`src/rtl/lppd_pkg.sv`:
```
// ----------------------------------------------------------------------------
// lppd_pkg
// Types and codes shared by the length-prefixed packet deframer modules.
// ----------------------------------------------------------------------------
package lppd_pkg;

  // Request codes carried in req_type
  localparam logic [1:0] REQ_BYTE    = 2'd0;
  localparam logic [1:0] REQ_TIMEOUT = 2'd1;
  localparam logic [1:0] REQ_RESTART = 2'd2;
  localparam logic [1:0] REQ_NONE    = 2'd3;

  // Status codes carried in status
  localparam logic [1:0] ST_BUSY = 2'd0;
  localparam logic [1:0] ST_DONE = 2'd1;
  localparam logic [1:0] ST_ERR  = 2'd2;

  // Reset value of the maximum payload length register
  localparam logic [15:0] MAX_PAYLOAD_RST = 16'd1024;

  // Last CRC byte position (four bytes, little endian)
  localparam logic [1:0] CRC_LAST = 2'd3;

  // Parser phase, one-hot
  typedef enum logic [4:0] {
    PH_CMD     = 5'b00001,
    PH_LEN_LO  = 5'b00010,
    PH_LEN_HI  = 5'b00100,
    PH_PAYLOAD = 5'b01000,
    PH_CRC     = 5'b10000
  } phase_t;

  typedef struct packed {
    logic [1:0] req_type;
    logic [7:0] data_byte;
  } in_item_t;

  typedef struct packed {
    logic [1:0]  status;
    logic [7:0]  cmd_out;
    logic [15:0] length_out;
    logic        payload_valid;
    logic [7:0]  payload_byte;
    logic [15:0] payload_index;
    logic [31:0] crc_out;
  } out_item_t;

endpackage

```
`src/rtl/lppd_in_stage.sv`:
```
// ----------------------------------------------------------------------------
// lppd_in_stage
// Input register: holds one request until the parser consumes it.
// ----------------------------------------------------------------------------
module lppd_in_stage (
  input  logic              clk,
  input  logic              rst_n,
  input  logic              in_valid,
  output logic              in_ready,
  input  lppd_pkg::in_item_t in_data,
  input  logic              advance,
  output logic              item_valid,
  output lppd_pkg::in_item_t item
);
  import lppd_pkg::*;

  logic     valid_r;
  logic     valid_nxt;
  in_item_t data_r;

  // Take a new transaction when empty or when the held one moves on
  assign in_ready   = !valid_r || advance;
  assign item_valid = valid_r;
  assign item       = data_r;

  always_comb begin
    valid_nxt = valid_r;
    if (in_ready) begin
      valid_nxt = in_valid;
    end
  end

  always_ff @(posedge clk) begin
    if (!rst_n) begin
      valid_r <= 1'b0;
    end else begin
      valid_r <= valid_nxt;
    end
  end

  // Capture payload on accept
  always_ff @(posedge clk) begin
    if (in_valid && in_ready) begin
      data_r <= in_data;
    end
  end

endmodule

```
`src/rtl/lppd_parser.sv`:
```
// ----------------------------------------------------------------------------
// lppd_parser
// Frame parser state and the single-pass next-state and result logic.
// ----------------------------------------------------------------------------
module lppd_parser (
  input  logic                clk,
  input  logic                rst_n,
  input  logic                cfg_we,
  input  logic [15:0]         cfg_wdata,
  input  logic                step,
  input  lppd_pkg::in_item_t  item,
  output lppd_pkg::out_item_t result
);
  import lppd_pkg::*;

  logic [15:0] max_payload_r;
  phase_t      phase_r,      phase_nxt;
  logic [7:0]  command_r,    command_nxt;
  logic [15:0] length_r,     length_nxt;
  logic [15:0] byte_index_r, byte_index_nxt;
  logic [31:0] crc_r,        crc_nxt;
  logic [1:0]  crc_count_r,  crc_count_nxt;
  logic        error_r,      error_nxt;
  logic [15:0] index_inc;
  logic [15:0] length_full;

  assign index_inc   = byte_index_r + 16'd1;
  assign length_full = {item.data_byte, length_r[7:0]};

  // Next state and result for the held request
  always_comb begin
    phase_nxt      = phase_r;
    command_nxt    = command_r;
    length_nxt     = length_r;
    byte_index_nxt = byte_index_r;
    crc_nxt        = crc_r;
    crc_count_nxt  = crc_count_r;
    error_nxt      = error_r;
    result         = '0;
    result.status  = ST_BUSY;

    unique case (item.req_type)
      REQ_RESTART: begin
        phase_nxt      = PH_CMD;
        command_nxt    = '0;
        length_nxt     = '0;
        byte_index_nxt = '0;
        crc_nxt        = '0;
        crc_count_nxt  = '0;
        error_nxt      = 1'b0;
      end
      REQ_TIMEOUT: begin
        error_nxt     = 1'b1;
        result.status = ST_ERR;
      end
      REQ_NONE: begin
        result.status = error_r ? ST_ERR : ST_BUSY;
      end
      default: begin
        if (error_r) begin
          result.status = ST_ERR;
        end else begin
          unique case (phase_r)
            PH_LEN_LO: begin
              length_nxt = {8'd0, item.data_byte};
              phase_nxt  = PH_LEN_HI;
            end
            PH_LEN_HI: begin
              length_nxt = length_full;
              if (length_full > max_payload_r) begin
                error_nxt     = 1'b1;
                result.status = ST_ERR;
              end else if (length_full == '0) begin
                crc_count_nxt = '0;
                phase_nxt     = PH_CRC;
              end else begin
                byte_index_nxt = '0;
                phase_nxt      = PH_PAYLOAD;
              end
            end
            PH_PAYLOAD: begin
              result.payload_valid = 1'b1;
              result.payload_byte  = item.data_byte;
              result.payload_index = byte_index_r;
              byte_index_nxt       = index_inc;
              if (index_inc >= length_r) begin
                crc_count_nxt = '0;
                phase_nxt     = PH_CRC;
              end
            end
            PH_CRC: begin
              // Assemble little endian; first byte restarts the word
              unique case (crc_count_r)
                2'd0:    crc_nxt = {24'd0, item.data_byte};
                2'd1:    crc_nxt = crc_r | {16'd0, item.data_byte, 8'd0};
                2'd2:    crc_nxt = crc_r | {8'd0, item.data_byte, 16'd0};
                default: crc_nxt = crc_r | {item.data_byte, 24'd0};
              endcase
              if (crc_count_r == CRC_LAST) begin
                crc_count_nxt  = '0;
                phase_nxt      = PH_CMD;
                result.status  = ST_DONE;
                result.crc_out = crc_nxt;
              end else begin
                crc_count_nxt = crc_count_r + 2'd1;
              end
            end
            default: begin
              command_nxt = item.data_byte;
              phase_nxt   = PH_LEN_LO;
            end
          endcase
        end
      end
    endcase

    result.cmd_out    = command_nxt;
    result.length_out = length_nxt;
  end

  // Advance parser state once per consumed transaction
  always_ff @(posedge clk) begin
    if (!rst_n) begin
      phase_r      <= PH_CMD;
      command_r    <= '0;
      length_r     <= '0;
      byte_index_r <= '0;
      crc_r        <= '0;
      crc_count_r  <= '0;
      error_r      <= 1'b0;
    end else if (step) begin
      phase_r      <= phase_nxt;
      command_r    <= command_nxt;
      length_r     <= length_nxt;
      byte_index_r <= byte_index_nxt;
      crc_r        <= crc_nxt;
      crc_count_r  <= crc_count_nxt;
      error_r      <= error_nxt;
    end
  end

  // Maximum payload length register
  always_ff @(posedge clk) begin
    if (!rst_n) begin
      max_payload_r <= MAX_PAYLOAD_RST;
    end else if (cfg_we) begin
      max_payload_r <= cfg_wdata;
    end
  end

endmodule

```
`src/rtl/lppd_out_stage.sv`:
```
// ----------------------------------------------------------------------------
// lppd_out_stage
// Result register: holds one result until the receiver takes it.
// ----------------------------------------------------------------------------
module lppd_out_stage (
  input  logic                clk,
  input  logic                rst_n,
  input  logic                item_valid,
  input  lppd_pkg::out_item_t result,
  output logic                advance,
  output logic                out_valid,
  input  logic                out_ready,
  output lppd_pkg::out_item_t out_data
);
  import lppd_pkg::*;

  logic      valid_r;
  logic      valid_nxt;
  out_item_t data_r;

  // Load when empty or when the held result is taken this cycle
  assign advance   = item_valid && (!valid_r || out_ready);
  assign out_valid = valid_r;
  assign out_data  = data_r;

  always_comb begin
    valid_nxt = valid_r;
    if (advance) begin
      valid_nxt = 1'b1;
    end else if (out_ready) begin
      valid_nxt = 1'b0;
    end
  end

  always_ff @(posedge clk) begin
    if (!rst_n) begin
      valid_r <= 1'b0;
    end else begin
      valid_r <= valid_nxt;
    end
  end

  always_ff @(posedge clk) begin
    if (advance) begin
      data_r <= result;
    end
  end

endmodule

```
`src/rtl/length_prefixed_packet_deframer.sv`:
```
// ----------------------------------------------------------------------------
// length_prefixed_packet_deframer
// Parses command / length / payload / CRC frames, one request per transaction.
// ----------------------------------------------------------------------------
// Usage:
//   Input channel (in_valid/in_ready/in_data) carries one request per
//   transaction: a received byte, a timeout event, a restart or none. Each request
//   produces exactly one result transaction on out_valid/out_ready/out_data:
//   status, current command and length, a streamed payload byte with its
//   index, and the assembled CRC word when a frame completes.
//   cfg_we/cfg_wdata write the maximum payload length; write only while idle.
//   An accepted request passes the input register, then the combinational
//   parser update, then the result register. Throughput: one request per
//   cycle while out_ready is high, set by the parser update between them.
//   Reset (rst_n low, synchronous) empties both registers, returns the
//   parser to expect a command byte, clears the error flag and sets the
//   maximum payload length to 1024.
//   When the receiver stalls, the result register holds its transaction and
//   the input register absorbs one more; in_ready then drops until
//   out_ready returns.
// ----------------------------------------------------------------------------
module length_prefixed_packet_deframer (
  input  logic                clk,
  input  logic                rst_n,
  input  logic                in_valid,
  output logic                in_ready,
  input  lppd_pkg::in_item_t  in_data,
  output logic                out_valid,
  input  logic                out_ready,
  output lppd_pkg::out_item_t out_data,
  input  logic                cfg_we,
  input  logic [15:0]         cfg_wdata
);
  import lppd_pkg::*;

  logic      item_valid;
  in_item_t  item;
  logic      advance;
  out_item_t result;

  lppd_in_stage u_in_stage (
    .clk        (clk),
    .rst_n      (rst_n),
    .in_valid   (in_valid),
    .in_ready   (in_ready),
    .in_data    (in_data),
    .advance    (advance),
    .item_valid (item_valid),
    .item       (item)
  );

  lppd_parser u_parser (
    .clk       (clk),
    .rst_n     (rst_n),
    .cfg_we    (cfg_we),
    .cfg_wdata (cfg_wdata),
    .step      (advance),
    .item      (item),
    .result    (result)
  );

  lppd_out_stage u_out_stage (
    .clk        (clk),
    .rst_n      (rst_n),
    .item_valid (item_valid),
    .result     (result),
    .advance    (advance),
    .out_valid  (out_valid),
    .out_ready  (out_ready),
    .out_data   (out_data)
  );

endmodule
```
`config.mk`:
```
export PLATFORM = sky130hd
export DESIGN_NAME = length_prefixed_packet_deframer
export DESIGN_NICKNAME = d
export VERILOG_FILES = /design/src/rtl/lppd_pkg.sv /design/src/rtl/lppd_in_stage.sv /design/src/rtl/lppd_parser.sv /design/src/rtl/lppd_out_stage.sv /design/src/rtl/length_prefixed_packet_deframer.sv
export SDC_FILE = /design/constraint.sdc
export NUM_CORES = 1
export LEC_CHECK = 0
export ABC_CLOCK_PERIOD_IN_PS = 4710
export BUFFER_PORTS_ARGS = -buffer_cell sky130_fd_sc_hd__buf_2
export CAP_MARGIN = 30
export CORE_MARGIN = 2
export CORE_UTILIZATION = 40
export DETAILED_ROUTE_END_ITERATION = 10
export PLACE_DENSITY_LB_ADDON = 0.2
export SYNTH_ARGS = -nofsm -noshare
export SYNTH_HDL_FRONTEND = slang
export SYNTH_SLANG_ARGS = --single-unit
```
`constraint.sdc`:
```
create_clock -name clk -period 4.71 [get_ports clk]
set_clock_uncertainty 0.1 [all_clocks]
set_input_delay 0.942 -clock clk [delete_from_list [all_inputs] [get_ports clk]]
set_output_delay 0.942 -clock clk [all_outputs]
set_load 0.02 [all_outputs]
```
# [Word-level counts from Yosys, hierarchy flattened]
# Index checks and enable logic that the tools add are counted.
# Widths: inputs -> output; s select.
[word_totals] ff_bits=191 input_bits=31 out_inout_bits=85 elab_cells=111
[op_classes] n_addsub=2 magnitude_cmp=2 n_eq_ne=16 mux=42 bitwise_logic=8 reduce_logical=22
[op_table] operator="$pmux 16 s2" count=4
[op_table] operator="$pmux 32 s3" count=1
[op_table] operator="$mux 16" count=4
[op_table] operator="$mux 32" count=2
[op_table] operator="$pmux 32 s2" count=1
[op_table] operator="$or 32x16->32" count=1
[op_table] operator="$or 32x24->32" count=1
[op_table] operator="$or 32x32->32" count=1
[op_table] operator="$mux 25" count=1
[op_table] operator="$mux 5" count=5
[op_table] operator="$pmux 5 s4" count=1
[op_table] operator="$add 16x1->16 const B" count=1
[op_table] operator="$ge 16x16->1" count=1
[op_table] operator="$gt 16x16->1" count=1
[op_table] operator="$logic_not 16->1" count=1
[op_table] operator="$mux 2" count=8
[op_table] operator="$mux 8" count=2
[op_table] operator="$pmux 8 s2" count=1
[op_table] operator="$pmux 2 s3" count=2
[op_table] operator="$reduce_and 6->1" count=2
[op_table] operator="$pmux 5 s2" count=1
[op_table] operator="$eq 2x2->1 const B" count=4
[op_table] operator="$pmux 2 s2" count=2
[op_table] operator="$reduce_or 4->1" count=2
[op_table] operator="other kinds (26)" count=42

# [Depth between registers and ports, before layout]
# Gate-level depths: netlist (run 1).
[depth] depth_word=6 ltp_mapped=16 depth_no_buf=15

# [Modules after synthesis]
# Synthesis (run 1) repeated with hierarchy kept, for this count alone.
[hier_totals] hier_cells=825 area_unflattened_um2=8719.6
[by_module_without_submodules] module="lppd_parser" instances=1 cells_per_inst=723 area_per_inst_um2=5821.8 seq_area_each_um2=1921.8
[by_module_without_submodules] module="lppd_out_stage" instances=1 cells_per_inst=87 area_per_inst_um2=2539.9 seq_area_each_um2=2512.4
[by_module_without_submodules] module="lppd_in_stage" instances=1 cells_per_inst=15 area_per_inst_um2=357.8 seq_area_each_um2=320.3

# [Least setup slack after synthesis (run 1)]
# Ideal clock, no wire load.
[synth_timing] kind="register to register" from="register u_parser.byte_index_r[0]" to="register u_parser.phase_r[1]" setup_time_ns=0.121 t_arrival_ns=3.098 required_time_ns=4.489 path_slack_ns=1.390 path_stages_with_launch=17 path_buffers=1 synth_period_minus_slack_ns=3.320 cell_sequence="dfxtp_1 ha_1 and3_1 and3_1 clkbuf_1 nand2_1 nor3_1 nand3_1 xnor2_1 ha_1 and4_1 nand2_1 a2111oi_0 nor3_1 nor2_1 nand2_1 mux2i_1"
[synth_via] elab_chain_cells=4
[synth_rtl] item="start, declared" line_no="lppd_parser.sv:20" source="logic [15:0] byte_index_r, byte_index_nxt;"
[synth_rtl] item="start signal, assigned" line_no="lppd_parser.sv:135" source="byte_index_r <= byte_index_nxt;"
[synth_rtl] item="$add 16x1->16" line_no="lppd_parser.sv:27" source="assign index_inc = byte_index_r + 16'd1;"
[synth_rtl] item="$ge 16x16->1" line_no="lppd_parser.sv:86" source="if (index_inc >= length_r) begin"
[synth_rtl] item="$ne 3x1->1 (no source line)"
[synth_rtl] item="$reduce_and 6->1 (no source line)"
[synth_rtl] item="end signal, assigned" line_no="lppd_parser.sv:132" source="phase_r <= phase_nxt;"
[synth_rtl] item="end, declared" line_no="lppd_parser.sv:17" source="phase_t phase_r, phase_nxt;"
# Every way passes these cells.
# A chain may end at the register's enable or synchronous reset.

# [Worst setup path in the final report (run 1)]
# Same ends and word-level chain as after synthesis.

==> metrics.md, run 1 <==
| Metric | Value |
|---|---|
| Global-route wire length before repair | `33.9 mm` |
| Area Growth Syn to Fin | `16.3%` |
| Clk_lat worst skew | `0.44 ns` |
| WHS | `0.371 ns` |
| Fraction of layout instances using a drive strength above 1 | `0.202` |
| Ys Warns | `0` |
| Fillcell total | `2,069` |
| Resize count post-CTS | `0` |
| Asr flop ratio synth | `0` |
| Vias | `6,586` |
| Chip width | `153 um` |
| Dpl hpwl | `14.3 mm` |
| Post-DR vias/cell | `5.26` |
| Final setup violation count | `0` |
| RD Place Congestion | `0.851` |
| Syn nets | `933` |
| List of most frequent post-synthesis cells | `nor2_1, dfxtp_1, edfxtp_1` |
| Total GRT Usage | `0.184` |
| # port buffers | `115` |
| Clk root buf | `clkbuf_16` |
| Highest clock rate | `270 MHz` |
| Peak supply drop | `233 uV` |
| H-tree levels | `4` |
| CTS clock-pin slew for the worst setup and hold paths | `0.07 ns` |
| Req. time, crit path | `4.93 ns` |
| Synthesized netlist cell count | `861` |
| Vias in the first global route | `6,431` |
| Post-synth EDFFs | `93` |
| Fin crit share | `0.786` |
| I/O pins | `116` |
| CP Class | `reg2reg` |
| Slew margin rel. | `0.372` |
| Setup bufs post-CTS | `0` |
| Clk sinks | `191` |
| Final hold viol count | `0` |
| Unrepaired setup endpoints after global routing | `false` |
| Synth top area cells | `edfxtp_1, dfxtp_1, ha_1` |
| Final nets | `1,032` |
| Top FF cell, synth | `dfxtp_1` |
| Rows | `54` |
| TritonCTS clock tree | `done` |
| CP startpoint kind | `register` |
| Die Ht | `153 um` |
| Initial Utilization | `0.407` |
| CP Max Fanout | `7` |
| Crit path arrival time | `3.92 ns` |
| PwrDens | `344 mW/mm^2` |
| Largest net degree at the start of global routing | `45` |
| Die ar. | `0.0233 sq mm` |
| Slew Viols, Final | `0` |
| Yosys reg bits | `191` |
| Worst Max-Slew Pin Slew | `0.937 ns` |
| Most frequent cell after synthesis | `nor2_1` |
| Mapped Area | `0.00885 sq mm` |
| MaxCap Viol Count | `0` |
| Detail Route Antenna Nets | `0` |
| Max Buffers Root-to-Sink | `2` |
| DRC viols | `0` |
| Count of cell types in the netlist | `63` |
| Post-cts hold buffer count | `0` |
| HP Class | `reg2reg` |
| TritonCTS buffer count | `17` |
| Status | `finished clean` |
| WL/cell | `16.8 um` |
| Setup TNS | `0 ns` |
| Floorplan Core Area | `0.0218 sq mm` |
| Share of the synthesized area in the top cell type | `0.316` |
| Antenna violations before repair | `0` |
| Final wirelength | `21.1 mm` |
| GRT overflow | `0` |
| LEAKAGE | `3.93 nW` |
| Starting DRT DRC Count | `374` |
| Leading area contributor after synthesis | `edfxtp_1` |
| R2r setup slk | `1.01 ns` |
| Setup crit end kind | `register` |
| Total power | `3.54 mW` |
| Initial DRT Pass Iterations | `5` |
| Final period demand of the worst path | `3.70 ns` |
| Seq/Total Area, Yosys | `0.537` |
| Antenna diode count | `0` |
| Avg Cell Area, Syn | `10.3 sq um` |
layout make-up:
class,count,area (sq um),share of cell area
flip-flops and latches,191,4750,0.462
clock inverters,14,163,0.0158
clock buffers,18,439,0.0427
multi-input cells,576,3730,0.363
well taps,280,350,0.0340
repair buffers,130,688,0.0668
inverters,44,168,0.0163
cells by family (layout without fill, tap and decap cells):
family                     count (synthesis)  count (layout)  share of synthesized area
DFF                                      191             191                      0.537
and+or+nand+nor                          325             325                      0.179
AOI/OAI and AO/OA                        160             160                      0.128
xor gates and xnor gates                  14              14                     0.0139
buffers and inverters                     94             206                     0.0420
adders and majority gates                 41              41                     0.0580
muxes                                     36              36                     0.0424
through the flow:
stage / cell area (sq um) / setup WS, ns / std cells / util
6_report: 10300 / 1.01 / 1253 / 0.473
5_1_grt: 10300 / 0.558 / 1253 / 0.473
4_1_cts: 10300 / 1.03 / 1253 / 0.473
2_1_floorplan: 8850 / 1.39 / 861 / -
3_3_place_gp: 9690 / 1.11 / 1220 / 0.445
3_5_place_dp: 9690 / 1.08 / 1221 / 0.446
final timing paths:
| path | start | cells past startpoint | to |
|---|---|---|---|
| worst min-delay path | u_parser.command_r[3] | 2 | u_parser.command_r[3] |
| worst max register to register | u_parser.byte_index_r[0] | 15 | u_parser.phase_r[1] |
| worst min register to register | u_parser.command_r[3] | 2 | u_parser.command_r[3] |
| worst max-delay path | u_parser.byte_index_r[0] | 15 | u_parser.phase_r[1] |
where the power goes:
part | total, mW | internal [mW] | switching, mW
combinational | 0.252 | 0.0817 | 0.170
sequential | 1.83 | 1.79 | 0.0368
clock | 1.46 | 0.806 | 0.659
total | 3.54 | 2.68 | 0.866
metal layers:
layer | vias up | track usage | share of wire
li1 | 3245 | - | -
met1 | 3120 | 0.241 | 0.45
met2 | 191 | 0.304 | 0.48
met3 | 30 | 0.0319 | 0.046
met4 | 0 | 0.0697 | 0.025
met5 | - | 0 | 0
critical path: stages (launching register included):
cell,delay [ns]
dfxtp_1,0.43
ha_1,0.26
and3_1,0.22
and3_1,0.29
nand2_1,0.11
nor3_1,0.26
nand3_1,0.13
xnor2_1,0.16
ha_1,0.29
and4_1,0.22
nand2_1,0.07
a2111oi_0,0.29
nor3_1,0.16
nor2_1,0.25
nand2_1,0.18
mux2i_1,0.16
flip-flops by register name, indices dropped and copies added (netlist names):
register / count
u_parser.phase_r: 5
u_in_stage.item_valid: 1
u_parser.length_r: 16
u_in_stage.item: 10
u_parser.max_payload_r: 16
u_parser.error_r: 1
u_parser.command_r: 8
u_out_stage.out_valid: 1
u_parser.byte_index_r: 16
u_parser.crc_r: 32
u_parser.crc_count_r: 2
u_out_stage.out_data: 83
placed cells by master, fill, tap and decap left out, types with 4 or more instances in the layout:
master	synthesis	final
buf_2	3	115
nor2_1	100	100
dfxtp_1	98	98
edfxtp_1	93	93
nand2_1	89	89
a21oi_1	48	48
inv_1	43	42
and2_1	42	42
a22oi_1	41	41
ha_1	41	41
mux2i_1	33	33
nand3_1	24	24
clkbuf_16	0	17
o21ai_0	15	15
buf_4	0	15
nor3_1	13	12
xnor2_1	9	9
nand4_1	8	8
o2111a_1	8	8
nand2b_1	7	7
nor2b_1	7	7
a211oi_2	7	7
nor4_1	7	7
a31oi_1	7	7
and3_1	6	6
xor2_1	5	5
o22ai_1	5	5
clkinv_4	0	5
or3_1	4	4
Power figures use the tool's default switching activity.
==> run 2: changes to the inputs <==
- ABC_AREA: unset -> 1
- ABC_CLOCK_PERIOD_IN_PS: 4710 -> 3300
- clock period: 4.71 -> 3.3 ns (I/O delays scaled with it)
==> metrics.md, run 2 <==
| Metric | Value |
|---|---|
| Most frequent cell after synthesis | `nand2_1` |
| Antenna diode count | `0` |
| Chip width | `155 um` |
| List of most frequent post-synthesis cells | `nand2_1, inv_1, nor2_1` |
| Vias | `7,333` |
| MaxCap Viol Count | `0` |
| CTS clock-pin slew for the worst setup and hold paths | `0.07 ns` |
| Power Internal | `3.91 mW` |
| NetSw | `1.36 mW` |
| Adder-cell area share of the yosys netlist | `0.0562` |
| CP startpoint kind | `register` |
| Initial DRT Pass Iterations | `4` |
| Post-DR vias/cell | `4.93` |
| Final period demand of the worst path | `2.97 ns` |
| Final wirelength | `22.0 mm` |
| Post-Layout Inst Area | `0.0107 sq mm` |
| Die ar. | `0.0240 sq mm` |
| Worst Max-Slew Pin Slew | `0.745 ns` |
| Peak supply drop | `383 uV` |
| TritonCTS buffer count | `17` |
| Highest clock rate | `337 MHz` |
| Post-cts hold buffer count | `0` |
| Crit path arrival time | `3.24 ns` |
| R2r setup slk | `0.33 ns` |
| HP Class | `in2reg` |
| Area Growth Syn to Fin | `16.9%` |
| Reg-to-reg endpoint | `u_parser.phase_r[0]` |
| Count of cell types in the netlist | `39` |
| Total GRT Usage | `0.187` |
| Dpl hpwl | `15.0 mm` |
| Syn nets | `1,147` |
| Fraction of layout instances using a drive strength above 1 | `0.160` |
| Synth Area in Compound Gates | `0.131` |
| Max reg flops | `83` |
| H-tree levels | `4` |
| Setup crit end kind | `register` |
| LEAKAGE | `4.65 nW` |
| PwrDens | `494 mW/mm^2` |
| Synth Area in Simple Gates | `0.196` |
| Global-route wire length before repair | `35.5 mm` |
| GRT overflow | `0` |
| Hold Startpoint | `in_data[6]` |
| Antenna violations before repair | `0` |
| Ys Warns | `0` |
| Die Ht | `155 um` |
| Clk_lat worst skew | `0.44 ns` |
| Post-synth EDFFs | `93` |
| WHS | `0.294 ns` |
| Asr flop ratio synth | `0` |
| Final hold viol count | `0` |
| TritonCTS clock tree | `done` |
| # port buffers | `115` |
| Setup TNS | `0 ns` |
| Post-layout util | `0.474` |
| Clk root buf | `clkbuf_16` |
| Floorplan Core Area | `0.0225 sq mm` |
| Top FF cell, synth | `dfxtp_1` |
| Rows | `55` |
| Fin crit share | `0.899` |
| WL/cell | `14.8 um` |
| Setup crit end | `u_parser.phase_r[0]` |
| Total power | `5.27 mW` |
| Slew margin rel. | `0.503` |
| CP Class | `reg2reg` |
| Final setup violation count | `0` |
| CP Max Fanout | `5` |
| Starting DRT DRC Count | `405` |
| Leading area contributor after synthesis | `edfxtp_1` |
| Synth top area cells | `edfxtp_1, dfxtp_1, nand2_1` |
| Max Buffers Root-to-Sink | `2` |
| I/O pins | `116` |
| Yosys reg bits | `191` |
| Sequential Power Share | `0.498` |
| RR Startpoint | `u_parser.byte_index_r[0]` |
| Post-synthesis mux area share | `0` |
| Switching portion of total power | `0.258` |
| Largest net degree at the start of global routing | `45` |
| RD Place Congestion | `0.885` |
| Share of the synthesized area in the top cell type | `0.306` |
| Most common cell after layout, fill and taps aside | `nand2_1` |
| CP startpoint | `u_parser.byte_index_r[0]` |
| Vias in the first global route | `6,874` |
| Mapped Area | `0.00913 sq mm` |
| Clock network fraction of design power | `0.393` |
| Most frequent cells in the layout | `nand2_1, inv_1, nor2_1` |
| R2r worst-path depth | `17` |
| Detail Route Antenna Nets | `0` |
| Synth Area in XOR/XNOR | `0.0125` |
| Logic pwr share | `0.108` |
| Final nets | `1,261` |
| Avg Cell Area, Syn | `8.49 sq um` |
| Clk sinks | `191` |
| Dpl cell area | `0.0101 sq mm` |
| Seq/Total Area, Yosys | `0.521` |
| DRC viols | `0` |
| Synthesized netlist cell count | `1,075` |
| Initial Utilization | `0.406` |
| Slew Viols, Final | `0` |
| Unrepaired setup endpoints after global routing | `false` |
| Status | `finished clean` |
| Main combinational cell family by area after synthesis | `simple AND/OR/NAND/NOR gates` |
| Req. time, crit path | `3.57 ns` |
==> run 2: cell count changes in the layout (fill, tap and decap cells not counted), moves of 37 or more <==
cell and delta:
nand3_1 +37, inv_1 +96, nand2_1 +111, a21oi_1 +52, and2_1 -41
==> run 2: how the worst min path moves through the flow <==
stage / slack (ns) / endpoint / cells past startpoint
after floorplan: 0.33 / u_parser.max_payload_r[15] / 2
after global placement: 0.35 / u_parser.crc_r[11] / 2
after detailed placement: 0.35 / u_parser.crc_r[19] / 2
after CTS: 0.28 / u_in_stage.item[4] / 1
after global routing: 0.29 / u_in_stage.item[3] / 1
final: 0.29 / u_in_stage.item[6] / 1
==> run 2: repair_timing <==
action                                  CTS  global route
endpoints found under the setup margin    0             5
resized for setup                         0             3
buffers inserted                          0             1
==> run 2: area by class of cell <==
class,count,area [sq um]
clock buffer,20,447
clock inverter,12,135
fill,2159,11800
inverter,145,551
multi-input combinational,691,3620
sequential,191,4750
tap,285,357
timing repair buffer,143,798
==> run 2: worst max-delay path, stage by stage, from the launching register on <==
cell     delay [ns]
dfxtp_1        0.38
inv_1          0.12
nor3_4         0.26
nand2_1        0.15
nor3_1         0.20
xor2_1         0.23
inv_1          0.07
ha_1           0.30
nand2_1        0.06
inv_1          0.04
o21ai_0        0.07
a21oi_1        0.19
nor2_1         0.06
nand3_1        0.17
nand2_1        0.11
nor2_2         0.22
nand2_1        0.08
nand3_1        0.08
==> run 2: cells by family (layout without fill, tap and decap cells) <==
group / Yosys count / count (layout)
AO/OA/AOI/OAI: 210 / 210
XOR/XNOR: 13 / 13
adder cells (fa/ha/maj): 41 / 41
buffers and inverters: 193 / 320
flip-flops: 191 / 191
AND/OR/NAND/NOR: 427 / 427
==> run 2: power groups by stage <==
stage | sequential [mW] | combinational (mW) | clock (mW)
6_report | 2.63 | 0.570 | 2.07
5_1_grt | 2.64 | 0.644 | 2.20
4_1_cts | 2.63 | 0.573 | 2.12
3_5_place_dp | 2.68 | 0.570 | 0
3_3_place_gp | 2.68 | 0.562 | 0
2_1_floorplan | 2.73 | 0.334 | 0
==> run 2: metal layers <==
metal	global-route usage	part of all wire	up-vias
met5	0	0	-
met4	0.0648	0.021	0
met3	0.0267	0.038	27
met2	0.292	0.45	166
met1	0.267	0.49	3362
li1	-	-	3778
==> run 2: through the flow <==
step	std cells	setup WS [ns]
finish	1487	0.334
global route	1487	0.00404
detailed placement	1454	0.221
global placement	1454	0.342
floorplan	1075	0.461
CTS	1486	0.194
==> run 3: changes to the inputs <==
- ABC_CLOCK_PERIOD_IN_PS: 3300 -> 3600
- clock period: 3.3 -> 3.6 ns (I/O delays scaled with it)
==> metrics.md, run 3 (synthesized netlist as in run 2, its figures left out) <==
| Metric | Value |
|---|---|
| Met2 Track Usage GR | `0.298` |
| Register area | `0.00475 sq mm` |
| Power Internal | `3.74 mW` |
| Most frequent cells in the layout | `nand2_1, inv_1, nor2_1` |
| Vias | `7,323` |
| GRT overflow | `0` |
| Fillcell total | `2,189` |
| Die ar. | `0.0240 sq mm` |
| Clk root buf | `clkbuf_16` |
| Post-DR vias/cell | `4.93` |
| MaxCap Viol Count | `0` |
| M1 GR Usage | `0.261` |
| WL/cell | `14.8 um` |
| Total power | `4.99 mW` |
| Final wirelength | `22.0 mm` |
| Switching portion of total power | `0.250` |
| Global-route wire length before repair | `35.4 mm` |
| Area Growth Syn to Fin | `17.2%` |
| Footprint of the multi-input gates | `0.00361 sq mm` |
| Slew Viols, Final | `0` |
| Floorplan Core Area | `0.0225 sq mm` |
| CP Class | `reg2reg` |
| CP startpoint | `u_parser.byte_index_r[0]` |
| Setup TNS | `0 ns` |
| CP delay by family, top | `simple AND/OR/NAND/NOR gates` |
| WHS | `0.356 ns` |
| Critical Path Slowest Stage Cell | `dfxtp_1` |
| Slew margin rel. | `0.522` |
| HP Class | `in2reg` |
| Detail Route Antenna Nets | `0` |
| Crit-path max cell delay | `0.36 ns` |
| Rows | `55` |
| Fin crit share | `0.862` |
| Dpl cell area | `0.0101 sq mm` |
| CP bufs+invs | `2` |
| Layout Cells excl Fill | `1,486` |
| H-tree levels | `4` |
| Fraction of layout instances using a drive strength above 1 | `0.158` |
| Most used routing layer | `met2` |
| Antenna diode count | `0` |
| Final setup violation count | `0` |
| Final period demand of the worst path | `3.10 ns` |
| Logic pwr share | `0.105` |
| RD Place Congestion | `0.893` |
| Status | `finished clean` |
| NetSw | `1.25 mW` |
| Crit path arrival time | `3.37 ns` |
| TritonCTS clock tree | `done` |
| Die Ht | `155 um` |
| Max reg flops | `83` |
| Setup bufs post-CTS | `0` |
| Peak supply drop | `311 uV` |
| Antenna violations before repair | `0` |
| Initial Utilization | `0.406` |
| CP Max Fanout | `5` |
| Worst Max-Slew Pin Slew | `0.716 ns` |
| Starting DRT DRC Count | `425` |
| Largest net degree at the start of global routing | `49` |
| TritonCTS buffer count | `17` |
| Chip width | `155 um` |
| Vias in the first global route | `6,841` |
| Initial DRT Pass Iterations | `5` |
| Hold Startpoint | `in_data[4]` |
| Post-Layout Inst Area | `0.0107 sq mm` |
| Met3 Track Usage GR | `0.0312` |
| Dpl hpwl | `15.0 mm` |
| Final nets | `1,260` |
| I/O pins | `116` |
| Clk_lat worst skew | `0.44 ns` |
| Sequential Power Share | `0.483` |
| Most common cell after layout, fill and taps aside | `nand2_1` |
| Total GRT Usage | `0.187` |
| LEAKAGE | `4.66 nW` |
| Req. time, crit path | `3.87 ns` |
| Resize count post-CTS | `0` |
| RR Startpoint | `u_parser.byte_index_r[0]` |
| PwrDens | `466 mW/mm^2` |
| Cell Chain, Critical Path | `inv_1 -> nor3_2 -> nand2_1 -> nor2_1 -> nand3_1 -> xor2_1 -> ha_1 -> nand2_1 -> inv_1 -> nand3_1 -> a21oi_1 -> nor2_1 -> nand3_1 -> nand2_1 -> nor2_1 -> nand2_1 -> nand3_1` |
| Clk sinks | `191` |
| DRC viols | `0` |
| Max Buffers Root-to-Sink | `2` |
| CTS clock-pin slew for the worst setup and hold paths | `0.07 ns` |
| Setup crit end kind | `register` |
| Unrepaired setup endpoints after global routing | `false` |
| Post-cts hold buffer count | `0` |
| CP startpoint kind | `register` |
| # port buffers | `115` |
| Final hold viol count | `0` |
| Clock network fraction of design power | `0.412` |
| Highest clock rate | `322 MHz` |
| Dpl cells | `1,454` |
[run 3: cell types whose count changed in the layout (fill, tap and decap cells not counted), sizes merged]
| cell | previous run | this run |
|---|---|---|
| bufinv | 2 | 4 |
| clkinvlp | 3 | 1 |
| buf | 143 | 142 |
[run 3: area by class of cell]
class | instances | share of cell area
Clock buffer | 20 | 0.0427
Clock inverter | 12 | 0.0168
Sequential cell | 191 | 0.444
Tap cell | 285 | 0.0333
Multi-Input combinational cell | 691 | 0.337
Inverter | 145 | 0.0514
Timing Repair Buffer | 142 | 0.0739
[run 3: stage by stage]
| step | setup WS [ns] | util |
|---|---|---|
| 6_report | 0.498 | 0.476 |
| 5_1_grt | 0.0516 | 0.476 |
| 4_1_cts | 0.494 | 0.476 |
| 3_5_place_dp | 0.519 | 0.447 |
| 3_3_place_gp | 0.626 | 0.446 |
| 2_1_floorplan | 0.701 | - |
[run 3: power by group through the flow]
stage	Combinational (mW)	Sequential [mW]	Clock [mW]
after floorplan	0.306	2.50	0
after global placement	0.515	2.45	0
after detailed placement	0.523	2.45	0
after CTS	0.527	2.41	2.09
after global routing	0.589	2.42	2.18
final	0.525	2.41	2.06
[run 3: final timing paths]
check	to	slack, ns	depth (start not counted)
worst min-delay path	u_in_stage.item[4]	0.36	1
worst max-delay path	u_parser.phase_r[0]	0.50	17
worst min register to register	u_parser.crc_r[22]	0.36	2
worst max register to register	u_parser.phase_r[0]	0.50	17
[run 3: worst reg2reg max path: cells and delay by family, from the launching register on]
| kind | cells | cell delay (ns) |
|---|---|---|
| compound gates | 1 | 0.18 |
| buf+inv | 2 | 0.16 |
| flops | 1 | 0.36 |
| fa+ha+maj | 1 | 0.30 |
| xor+xnor | 1 | 0.17 |
| simple gates | 12 | 1.77 |
[run 3: metal layers]
metal	vias up	share of wire
met5	-	0
met4	0	0.013
met3	21	0.042
met2	170	0.45
met1	3363	0.49
li1	3769	-
